==> config.mk <==
export PLATFORM = sky130hd
export DESIGN_NAME = packet_rate_pacer_unit
export DESIGN_NICKNAME = d
export VERILOG_FILES = /design/src/rtl/core/prp_pkg.sv /design/src/rtl/core/prp_front.sv /design/src/rtl/core/prp_queue.sv /design/src/rtl/core/prp_back.sv /design/src/rtl/core/packet_rate_pacer_unit.sv
export SDC_FILE = /design/constraint.sdc
export NUM_CORES = 2
export LEC_CHECK = 0
export BUFFER_PORTS_ARGS = -buffer_cell sky130_fd_sc_hd__buf_2
export CAP_MARGIN = 0
export CORE_ASPECT_RATIO = 1.4
export CORE_MARGIN = 1
export CORE_UTILIZATION = 60
export CTS_BUF_LIST = sky130_fd_sc_hd__clkbuf_16
export DETAILED_ROUTE_END_ITERATION = 8
export PLACE_DENSITY = 0.77
export SETUP_SLACK_MARGIN = 0.2
export SLEW_MARGIN = 5
export SYNTH_ARGS = -nofsm -noshare
export SYNTH_HDL_FRONTEND = slang
export SYNTH_SLANG_ARGS = --single-unit
==> constraint.sdc <==
create_clock -name clk_i -period 8.2 [get_ports clk_i]
set_input_delay 1.23 -clock clk_i [delete_from_list [all_inputs] [get_ports clk_i]]
set_output_delay 1.23 -clock clk_i [all_outputs]
set_load 0.02 [all_outputs]
==> src/rtl/core/prp_pkg.sv <==
package prp_pkg;

  // Algorithm constants
  localparam int unsigned FRAGMENT_BYTES = 1500;
  localparam int unsigned HEADER_BYTES   = 48;
  localparam int unsigned MSEC_PER_SEC   = 1000;
  localparam int unsigned RATE_FLOOR     = 1000;
  localparam int unsigned IDLE_WAIT_MS   = 1000;

  // Field widths
  localparam int unsigned SIZE_W    = 15;
  localparam int unsigned TIME_W    = 32;
  localparam int unsigned RATE_W    = 17;
  localparam int unsigned IVL_W     = 16;
  localparam int unsigned MSEC_W    = 21;
  localparam int unsigned CFG_W     = 17;
  localparam int unsigned CFG_IDX_W = 2;

  // Register indexes
  localparam logic [CFG_IDX_W-1:0] CFG_MAX_RATE    = 2'd0;
  localparam logic [CFG_IDX_W-1:0] CFG_DL_MAX_RATE = 2'd1;
  localparam logic [CFG_IDX_W-1:0] CFG_LAN_FORCE   = 2'd2;

  // Divider sizing: dividend is (clipped size + header) * 1000
  localparam int unsigned DIV_W  = $clog2((FRAGMENT_BYTES + HEADER_BYTES) * MSEC_PER_SEC + 1);
  localparam int unsigned QEXT_W = (DIV_W > MSEC_W) ? DIV_W : MSEC_W;
  localparam int unsigned RATE_MSEC_MAX = (1 << MSEC_W) - 1;

  // start edge to done strobe, in clock edges
  localparam int unsigned LATENCY = DIV_W + 3;

  // Front-to-back queue
  localparam int unsigned QUEUE_DEPTH = 2;
  localparam int unsigned QPTR_W      = $clog2(QUEUE_DEPTH);
  localparam int unsigned QCNT_W      = $clog2(QUEUE_DEPTH + 1);

  typedef struct packed {
    logic [CFG_W-1:0] max_rate;
    logic [CFG_W-1:0] dl_max_rate;
    logic             lan_force;
  } cfg_t;

  // Classified transaction handed from front to back
  typedef struct packed {
    logic              local_client;
    logic              dl;
    logic              active;
    logic [TIME_W-1:0] now;
    logic [IVL_W-1:0]  interval;
    logic [DIV_W-1:0]  dividend;
    logic [RATE_W-1:0] divisor;
  } item_t;

  // One divider pipeline stage
  typedef struct packed {
    logic              local_client;
    logic              dl;
    logic              active;
    logic [TIME_W-1:0] now;
    logic [IVL_W-1:0]  interval;
    logic [RATE_W-1:0] divisor;
    logic [DIV_W-1:0]  num;   // dividend shifting out, quotient shifting in
    logic [RATE_W-1:0] rem;
  } div_stage_t;

endpackage

==> src/rtl/core/prp_front.sv <==
module prp_front (
  input  logic                           clk_i,
  input  logic                           rst_ni,
  input  logic                           cfg_we_i,
  input  logic [prp_pkg::CFG_IDX_W-1:0]  cfg_idx_i,
  input  logic [prp_pkg::CFG_W-1:0]      cfg_data_i,
  input  logic                           start_i,
  output logic                           busy_o,
  input  logic [prp_pkg::SIZE_W-1:0]     message_size_i,
  input  logic [prp_pkg::TIME_W-1:0]     current_time_i,
  input  logic [prp_pkg::RATE_W-1:0]     client_rate_i,
  input  logic [prp_pkg::IVL_W-1:0]      snapshot_interval_i,
  input  logic                           downloading_i,
  input  logic                           client_active_i,
  input  logic                           is_loopback_i,
  input  logic                           is_lan_i,
  input  logic                           q_full_i,
  output logic                           push_o,
  output prp_pkg::item_t                 item_o
);

  prp_pkg::cfg_t  cfg_q, cfg_d;
  logic           f_valid_q, f_valid_d;
  prp_pkg::item_t f_item_q, f_item_d;

  logic                         take;
  logic [prp_pkg::SIZE_W-1:0]   size_c;
  logic [prp_pkg::RATE_W-1:0]   cap;
  logic [prp_pkg::RATE_W-1:0]   div_r;

  always_comb begin
    cfg_d = cfg_q;
    if (cfg_we_i) begin
      case (cfg_idx_i)
        prp_pkg::CFG_MAX_RATE:    cfg_d.max_rate    = cfg_data_i;
        prp_pkg::CFG_DL_MAX_RATE: cfg_d.dl_max_rate = cfg_data_i;
        prp_pkg::CFG_LAN_FORCE:   cfg_d.lan_force   = cfg_data_i[0];
        default:                  cfg_d = cfg_q;
      endcase
    end
  end

  assign push_o = f_valid_q && !q_full_i;
  assign busy_o = f_valid_q && q_full_i;
  assign take   = start_i && !busy_o;

  // Classification: local check, size clip, rate cap
  always_comb begin
    size_c = (message_size_i > prp_pkg::SIZE_W'(prp_pkg::FRAGMENT_BYTES)) ?
             prp_pkg::SIZE_W'(prp_pkg::FRAGMENT_BYTES) : message_size_i;

    if (downloading_i) begin
      cap = cfg_q.dl_max_rate;
    end else if (cfg_q.max_rate != '0 &&
                 cfg_q.max_rate < prp_pkg::RATE_W'(prp_pkg::RATE_FLOOR)) begin
      cap = prp_pkg::RATE_W'(prp_pkg::RATE_FLOOR);
    end else begin
      cap = cfg_q.max_rate;
    end

    div_r = (cap != '0 && cap < client_rate_i) ? cap : client_rate_i;
    if (div_r == '0) begin
      div_r = prp_pkg::RATE_W'(1);
    end

    f_item_d.local_client = is_loopback_i || (cfg_q.lan_force && is_lan_i);
    f_item_d.dl           = downloading_i;
    f_item_d.active       = client_active_i;
    f_item_d.now          = current_time_i;
    f_item_d.interval     = snapshot_interval_i;
    f_item_d.dividend     = prp_pkg::DIV_W'(
                              (prp_pkg::DIV_W'(size_c) + prp_pkg::DIV_W'(prp_pkg::HEADER_BYTES))
                              * prp_pkg::DIV_W'(prp_pkg::MSEC_PER_SEC));
    f_item_d.divisor      = div_r;
  end

  assign f_valid_d = take || (f_valid_q && !push_o);

  always_ff @(posedge clk_i or negedge rst_ni) begin
    if (!rst_ni) begin
      cfg_q     <= '0;
      f_valid_q <= 1'b0;
    end else begin
      cfg_q     <= cfg_d;
      f_valid_q <= f_valid_d;
    end
  end

  always_ff @(posedge clk_i) begin
    if (take) begin
      f_item_q <= f_item_d;
    end
  end

  assign item_o = f_item_q;

endmodule

==> src/rtl/core/prp_queue.sv <==
module prp_queue (
  input  logic             clk_i,
  input  logic             rst_ni,
  input  logic             push_i,
  input  prp_pkg::item_t   item_i,
  output logic             full_o,
  input  logic             pop_i,
  output logic             empty_o,
  output prp_pkg::item_t   head_o
);

  prp_pkg::item_t              mem_q [prp_pkg::QUEUE_DEPTH];
  logic [prp_pkg::QPTR_W-1:0]  wr_ptr_q, wr_ptr_d;
  logic [prp_pkg::QPTR_W-1:0]  rd_ptr_q, rd_ptr_d;
  logic [prp_pkg::QCNT_W-1:0]  cnt_q, cnt_d;
  logic                        do_push, do_pop;

  assign full_o  = (cnt_q == prp_pkg::QCNT_W'(prp_pkg::QUEUE_DEPTH));
  assign empty_o = (cnt_q == '0);
  assign head_o  = mem_q[rd_ptr_q];

  assign do_push = push_i && !full_o;
  assign do_pop  = pop_i && !empty_o;

  always_comb begin
    wr_ptr_d = wr_ptr_q;
    rd_ptr_d = rd_ptr_q;
    cnt_d    = cnt_q;
    if (do_push) begin
      wr_ptr_d = (wr_ptr_q == prp_pkg::QPTR_W'(prp_pkg::QUEUE_DEPTH - 1)) ?
                 '0 : wr_ptr_q + 1'b1;
    end
    if (do_pop) begin
      rd_ptr_d = (rd_ptr_q == prp_pkg::QPTR_W'(prp_pkg::QUEUE_DEPTH - 1)) ?
                 '0 : rd_ptr_q + 1'b1;
    end
    if (do_push && !do_pop) begin
      cnt_d = cnt_q + 1'b1;
    end else if (do_pop && !do_push) begin
      cnt_d = cnt_q - 1'b1;
    end
  end

  always_ff @(posedge clk_i or negedge rst_ni) begin
    if (!rst_ni) begin
      wr_ptr_q <= '0;
      rd_ptr_q <= '0;
      cnt_q    <= '0;
    end else begin
      wr_ptr_q <= wr_ptr_d;
      rd_ptr_q <= rd_ptr_d;
      cnt_q    <= cnt_d;
    end
  end

  always_ff @(posedge clk_i) begin
    if (do_push) begin
      mem_q[wr_ptr_q] <= item_i;
    end
  end

endmodule

==> src/rtl/core/prp_back.sv <==
module prp_back (
  input  logic                         clk_i,
  input  logic                         rst_ni,
  input  logic                         q_empty_i,
  input  prp_pkg::item_t               head_i,
  output logic                         pop_o,
  output logic                         done_o,
  output logic [prp_pkg::TIME_W-1:0]   next_send_time_o,
  output logic [prp_pkg::MSEC_W-1:0]   rate_msec_o,
  output logic                         rate_delayed_o,
  output logic                         delay_flag_valid_o
);

  localparam int unsigned DW = prp_pkg::DIV_W;
  localparam int unsigned RW = prp_pkg::RATE_W;

  prp_pkg::div_stage_t st_q [DW];
  prp_pkg::div_stage_t st_d [DW];
  prp_pkg::div_stage_t src  [DW];
  logic [DW-1:0]       v_q;

  logic [RW:0]         trial [DW];
  logic [DW-1:0]       ge;

  // Back end never stalls: drain the queue whenever it holds something
  assign pop_o = !q_empty_i;

  // Restoring divider, one quotient bit per stage
  always_comb begin
    src[0].local_client = head_i.local_client;
    src[0].dl           = head_i.dl;
    src[0].active       = head_i.active;
    src[0].now          = head_i.now;
    src[0].interval     = head_i.interval;
    src[0].divisor      = head_i.divisor;
    src[0].num          = head_i.dividend;
    src[0].rem          = '0;
    for (int i = 1; i < DW; i++) begin
      src[i] = st_q[i-1];
    end
    for (int i = 0; i < DW; i++) begin
      trial[i] = {src[i].rem, src[i].num[DW-1]};
      ge[i]    = (trial[i] >= {1'b0, src[i].divisor});
      st_d[i]  = src[i];
      st_d[i].rem = ge[i] ? RW'(trial[i] - {1'b0, src[i].divisor}) : trial[i][RW-1:0];
      st_d[i].num = {src[i].num[DW-2:0], ge[i]};
    end
  end

  // Finish: saturate, interval floor, idle minimum, time add, local-client override
  prp_pkg::div_stage_t         fin;
  logic [prp_pkg::QEXT_W-1:0]  q_ext;
  logic [prp_pkg::MSEC_W-1:0]  quot, delay, offset;
  logic                        ivl_wins;
  logic                        done_d;
  logic [prp_pkg::TIME_W-1:0]  next_d;
  logic [prp_pkg::MSEC_W-1:0]  msec_d;
  logic                        delayed_d, flag_valid_d;

  always_comb begin
    fin   = st_q[DW-1];
    q_ext = prp_pkg::QEXT_W'(fin.num);
    quot  = (q_ext > prp_pkg::QEXT_W'(prp_pkg::RATE_MSEC_MAX)) ?
            prp_pkg::MSEC_W'(prp_pkg::RATE_MSEC_MAX) : prp_pkg::MSEC_W'(q_ext);
    ivl_wins = !fin.dl && (quot < prp_pkg::MSEC_W'(fin.interval));
    delay    = ivl_wins ? prp_pkg::MSEC_W'(fin.interval) : quot;
    offset   = delay;
    if (!fin.active && !fin.dl && offset < prp_pkg::MSEC_W'(prp_pkg::IDLE_WAIT_MS)) begin
      offset = prp_pkg::MSEC_W'(prp_pkg::IDLE_WAIT_MS);
    end
    done_d = v_q[DW-1];
    if (fin.local_client) begin
      next_d       = fin.now - prp_pkg::TIME_W'(1);
      msec_d       = '0;
      delayed_d    = 1'b0;
      flag_valid_d = 1'b0;
    end else begin
      next_d       = fin.now + prp_pkg::TIME_W'(offset);
      msec_d       = delay;
      delayed_d    = !ivl_wins;
      flag_valid_d = 1'b1;
    end
  end

  logic                        done_q;
  logic [prp_pkg::TIME_W-1:0]  next_q;
  logic [prp_pkg::MSEC_W-1:0]  msec_q;
  logic                        delayed_q, flag_valid_q;

  always_ff @(posedge clk_i or negedge rst_ni) begin
    if (!rst_ni) begin
      v_q    <= '0;
      done_q <= 1'b0;
    end else begin
      v_q    <= {v_q[DW-2:0], pop_o};
      done_q <= done_d;
    end
  end

  always_ff @(posedge clk_i) begin
    for (int i = 0; i < DW; i++) begin
      st_q[i] <= st_d[i];
    end
    next_q       <= next_d;
    msec_q       <= msec_d;
    delayed_q    <= delayed_d;
    flag_valid_q <= flag_valid_d;
  end

  assign done_o             = done_q;
  assign next_send_time_o   = next_q;
  assign rate_msec_o        = msec_q;
  assign rate_delayed_o     = delayed_q;
  assign delay_flag_valid_o = flag_valid_q;

endmodule

==> src/rtl/core/packet_rate_pacer_unit.sv <==
// Packet rate pacer: for each message sent to a client, works out the
// earliest time the next snapshot may go to that client.
//
// Channels:
//   Command in  - start_i with the message fields; a transaction is taken at
//                 a rising edge with start_i high and busy_o low.
//   Result out  - done_o strobes for one cycle with next_send_time_o,
//                 rate_msec_o, rate_delayed_o and delay_flag_valid_o. The
//                 receiver cannot stall; results are never held off.
//   Config      - cfg_we_i / cfg_idx_i / cfg_data_i: index 0 max_rate,
//                 1 download_max_rate, 2 lan_force_rate. Write-only.
// Throughput: one transaction per cycle; busy_o stays low in steady use.
// From start to done, a transaction passes the front register, the queue,
//   one pipelined restoring divider stage per quotient bit of the 21-bit
//   dividend, and then the result register.
// Results leave in the order transactions were taken.
// Reset: clears config registers to 0 and drops everything in flight.
module packet_rate_pacer_unit (
  input  logic                           clk_i,
  input  logic                           rst_ni,
  input  logic                           cfg_we_i,
  input  logic [prp_pkg::CFG_IDX_W-1:0]  cfg_idx_i,
  input  logic [prp_pkg::CFG_W-1:0]      cfg_data_i,
  input  logic                           start_i,
  output logic                           busy_o,
  input  logic [prp_pkg::SIZE_W-1:0]     message_size_i,
  input  logic [prp_pkg::TIME_W-1:0]     current_time_i,
  input  logic [prp_pkg::RATE_W-1:0]     client_rate_i,
  input  logic [prp_pkg::IVL_W-1:0]      snapshot_interval_i,
  input  logic                           downloading_i,
  input  logic                           client_active_i,
  input  logic                           is_loopback_i,
  input  logic                           is_lan_i,
  output logic                           done_o,
  output logic [prp_pkg::TIME_W-1:0]     next_send_time_o,
  output logic [prp_pkg::MSEC_W-1:0]     rate_msec_o,
  output logic                           rate_delayed_o,
  output logic                           delay_flag_valid_o
);

  prp_pkg::item_t  f_item, q_head;
  logic            q_push, q_full;
  logic            q_empty, q_pop;

  // Front: config registers, classification, dividend/divisor prep
  prp_front u_front (
    .clk_i,
    .rst_ni,
    .cfg_we_i,
    .cfg_idx_i,
    .cfg_data_i,
    .start_i,
    .busy_o,
    .message_size_i,
    .current_time_i,
    .client_rate_i,
    .snapshot_interval_i,
    .downloading_i,
    .client_active_i,
    .is_loopback_i,
    .is_lan_i,
    .q_full_i (q_full),
    .push_o   (q_push),
    .item_o   (f_item)
  );

  // Short queue decoupling front from the divider pipeline
  prp_queue u_queue (
    .clk_i,
    .rst_ni,
    .push_i  (q_push),
    .item_i  (f_item),
    .full_o  (q_full),
    .pop_i   (q_pop),
    .empty_o (q_empty),
    .head_o  (q_head)
  );

  // Back: pipelined divide and delay finishing
  prp_back u_back (
    .clk_i,
    .rst_ni,
    .q_empty_i (q_empty),
    .head_i    (q_head),
    .pop_o     (q_pop),
    .done_o,
    .next_send_time_o,
    .rate_msec_o,
    .rate_delayed_o,
    .delay_flag_valid_o
  );

endmodule

==> impl_metrics.env <==
export IMPL_status="completed"
export IMPL_final_core_util=0.679
export IMPL_p_comb_frac=0.333
export IMPL_area_growth_pct=12.6
export IMPL_min_period_ns=6.94
export IMPL_ys_async_sr_fraction=0.0247
export IMPL_drc=0
export IMPL_drt_initial_drc_count=1943
export IMPL_gp_congestion=0.959
export IMPL_register_area_um2=53100
export IMPL_synth_top_area_frac=0.543
export IMPL_worst_pin_slew_ns=1.18
export IMPL_power_frac_seq=0.446
export IMPL_clock_sinks=2510
export IMPL_fp_coreArea_um2=134000
export IMPL_yosys_warnings=0
export IMPL_via_count=44900
export IMPL_ctsHtreeMaxLevel=4
export IMPL_post_cts_buffers=0
export IMPL_p_int_uw=30400
export IMPL_grt_use_total=0.213
export IMPL_startpoint="u_back.st_q[5][34]"
export IMPL_layout_nets=7317
export IMPL_multi_input_area_um2=25300
export IMPL_slew_headroom=0.192
export IMPL_hold_viol=0
export IMPL_cts_buffer_depth=3
export IMPL_ys_ff_latch=2510
export IMPL_dieArea_um2=136000
export IMPL_postPlaceCellArea_um2=83800
export IMPL_drive_gt1_frac=0.129
export IMPL_synth_seq_area_share=0.658
export IMPL_r2r_start="u_back.st_q[5][34]"
export IMPL_ioPinCount=164
export IMPL_hold_ws_ns=0.286
export IMPL_place_hpwl_um=103000
export IMPL_clock_latency_ns=0.83
export IMPL_die_h_um=436
export IMPL_antenna_found_initial=5
export IMPL_p_sw_uw=15000
export IMPL_cts_resized_gates=0
export IMPL_grt_setup_unrepaired="no"
export IMPL_netSwitchingFraction=0.330
export IMPL_crit_arrival_ns=7.71
export IMPL_cts_root_buf="clkbuf_16"
export IMPL_finalClockSkew_ns=0.0413
export IMPL_critPathLaunchType="register"
export IMPL_crit_path_end_kind="register"
export IMPL_required_ns=8.97
export IMPL_yosysUniqueCellTypes=92
export IMPL_leakagePower_uw=0.0401
export IMPL_setup_slack_ns=1.26
export IMPL_num_fill_cells=9316
export IMPL_p_clk_frac=0.220
export IMPL_synth_cells=6384
export IMPL_reg2reg_depth=21
export IMPL_synth_area_leaders="dfxtp_1 (54%), edfxtp_1 (9.6%), ha_1 (6.8%)"
export IMPL_routedWlPerCell_um=16.8
export IMPL_drtPass1Iterations=9
export IMPL_drv_slew=0
export IMPL_cp_max_fo=10
export IMPL_cap_violations=0
export IMPL_worst_hold_path_type="register to register"
export IMPL_ir_drop_mv=0.263
export IMPL_period_share=0.846
export IMPL_cts_buffers=207
export IMPL_synth_top_area_cell="dfxtp_1"
export IMPL_min_delay_start="u_back.st_q[0][128]"
export IMPL_postRouteAntennaNets=0
export IMPL_critPathKind="register to register"
export IMPL_grt_max_degree=63
export IMPL_syn_avg_cell_area_um2=12.7
export IMPL_fmax_mhz=144
export IMPL_synth_area_um2=80800
export IMPL_synth_flop_cell="dfxtp_1"
export IMPL_synth_edf_count=258
export IMPL_wirelength_um=146000
export IMPL_grt_pass1_wl_um=232000
export IMPL_power_density_nw_per_um2=499
export IMPL_setup_tns_ns=0
export IMPL_rows=159
export IMPL_clk_pin_slew_worst_paths_ns=0.07
export IMPL_start_util=0.604
export IMPL_via_per_inst=5.18
export IMPL_design_area_um2=91000
export IMPL_hold_depth=0
export IMPL_place_ws_ns=1.04
export IMPL_grt_pass1_vias=47100
export IMPL_grt_ovfl_total=0
export IMPL_cts_tree="yes"
export IMPL_die_w_um=312
export IMPL_io_buffers=163
export IMPL_hold_buffers=0
export IMPL_setup_viol=0
layout by cell type (no fill, tap or decap), types with 32 or more instances in the layout:
master and n:
nor2b_1 55, a21oi_1 279, ha_1 441, dfxtp_1 2190, clkinv_1 44, nand4_1 67
dfrtp_1 61, and3_1 33, or2_2 32, or3_1 50, a21o_1 90, edfxtp_1 258
xor2_1 91, xnor2_1 220, nand3_1 69, fa_1 64, clkinv_2 37, mux2_2 314
o21ai_0 207, clkbuf_16 215, nor2_1 289, mux2i_1 39, buf_2 163, o21a_1 57
nand2b_1 66, nand2_1 230, a211oi_1 34, inv_1 601, nor3_1 94
path summary, 6_finish.rpt:
check / slack [ns] / end
min reg2reg: 0.29 / u_back.st_q[0][235]
min: 0.29 / u_back.st_q[0][235]
max: 1.26 / u_back.next_send_time_o[30]
min in group asynchronous: 0.58 / u_back.done_o
max reg2reg: 1.26 / u_back.next_send_time_o[30]
max in group asynchronous: 7.04 / u_queue.rd_ptr_q
cell usage after synthesis, types with 19 or more instances:
cell          n
nor2_1      290
nor4_1       20
or3_1        50
nor3_1       94
xor2_1       91
edfxtp_1    258
dfxtp_1    2190
nand2_1     230
nand4_1      67
a21boi_0     25
and2_1       19
xnor2_1     220
inv_1       569
fa_1         64
nand3_1      69
a2111oi_0    30
mux2i_1      39
or2_2        32
mux2_2      314
and3_1       34
o21a_1       57
o21ai_0     208
a31oi_1      26
nand2b_1     66
a21oi_1     281
nor2b_1      55
a211oi_1     34
dfrtp_1      62
ha_1        441
clkbuf_1     76
o31ai_1      29
a21o_1       90
o21bai_1     27
cells by family (layout without fill, tap and decap cells):
logic type      after synthesis  in the layout  synth area share
mux                         366            366            0.0504
other cells                   2             19         0.0000929
flops                      2510           2510             0.658
simple gates               1082           1082            0.0672
xor+xnor                    311            311            0.0337
buf+inv                     661           1151            0.0308
compound gates              947            947            0.0760
fa+ha+maj                   505            505            0.0841
power by group through the flow:
| stage | logic (uW) | registers (uW) | clock network [uW] |
|---|---|---|---|
| after floorplan | 11600 | 19600 | 0 |
| after global placement | 14400 | 20200 | 0 |
| after detailed placement | 14900 | 20500 | 0 |
| after CTS | 15100 | 20300 | 10200 |
| after global routing | 16700 | 20800 | 10700 |
| final | 15100 | 20200 | 9990 |
state kept, by name, indices dropped and copies added (netlist names), 2 cells and up:
signal,count
u_back.st_q,2135
u_queue.mem_q,172
u_front.item_o,86
u_front.cfg_q,35
u_back.next_send_time_o,32
u_back.rate_msec_o,21
u_back.v_q,21
u_queue.cnt_q,2
metrics by stage:
step | power (uW) | instances
floorplan | 31200 | 6397
global placement | 34600 | 8267
detailed placement | 35400 | 8267
CTS | 45700 | 8658
global route | 48200 | 8660
finish | 45400 | 8662
final cells by class:
cell class / instances / share of cell area
timing repair buffer: 190 / 0.0112
tap: 1771 / 0.0244
multi-input combinational: 3226 / 0.278
clock inverter: 176 / 0.0195
clock buffer: 215 / 0.0592
inverter: 570 / 0.0235
sequential: 2510 / 0.584
antenna: 4 / 0.000110
critical path, cell delays in order (launching register included):
cell and delay, ns:
dfxtp_1 0.35, or2_4 0.27, or3_4 0.36, or3_4 0.40
a2111oi_4 0.62, nand3_2 0.21, a211o_1 0.44, nor3_4 0.36
or2_2 0.19, ha_1 0.36, nor3_1 0.10, or3b_1 0.36
ha_1 0.33, nor2b_1 0.16, o31ai_1 0.46, a211oi_1 0.21
o21ai_0 0.32, a21oi_1 0.21, o41ai_1 0.60, o2111ai_1 0.20
a21oi_1 0.20, xnor2_1 0.13
routing by layer:
metal,GRT usage,vias to the layer above,share of wire
met5,0,-,0
met4,0.106,0,0.045
met3,0.0333,354,0.028
met2,0.443,763,0.58
met1,0.192,21400,0.35
li1,-,22400,-
No activity file was read; power rests on OpenSTA's default activity.
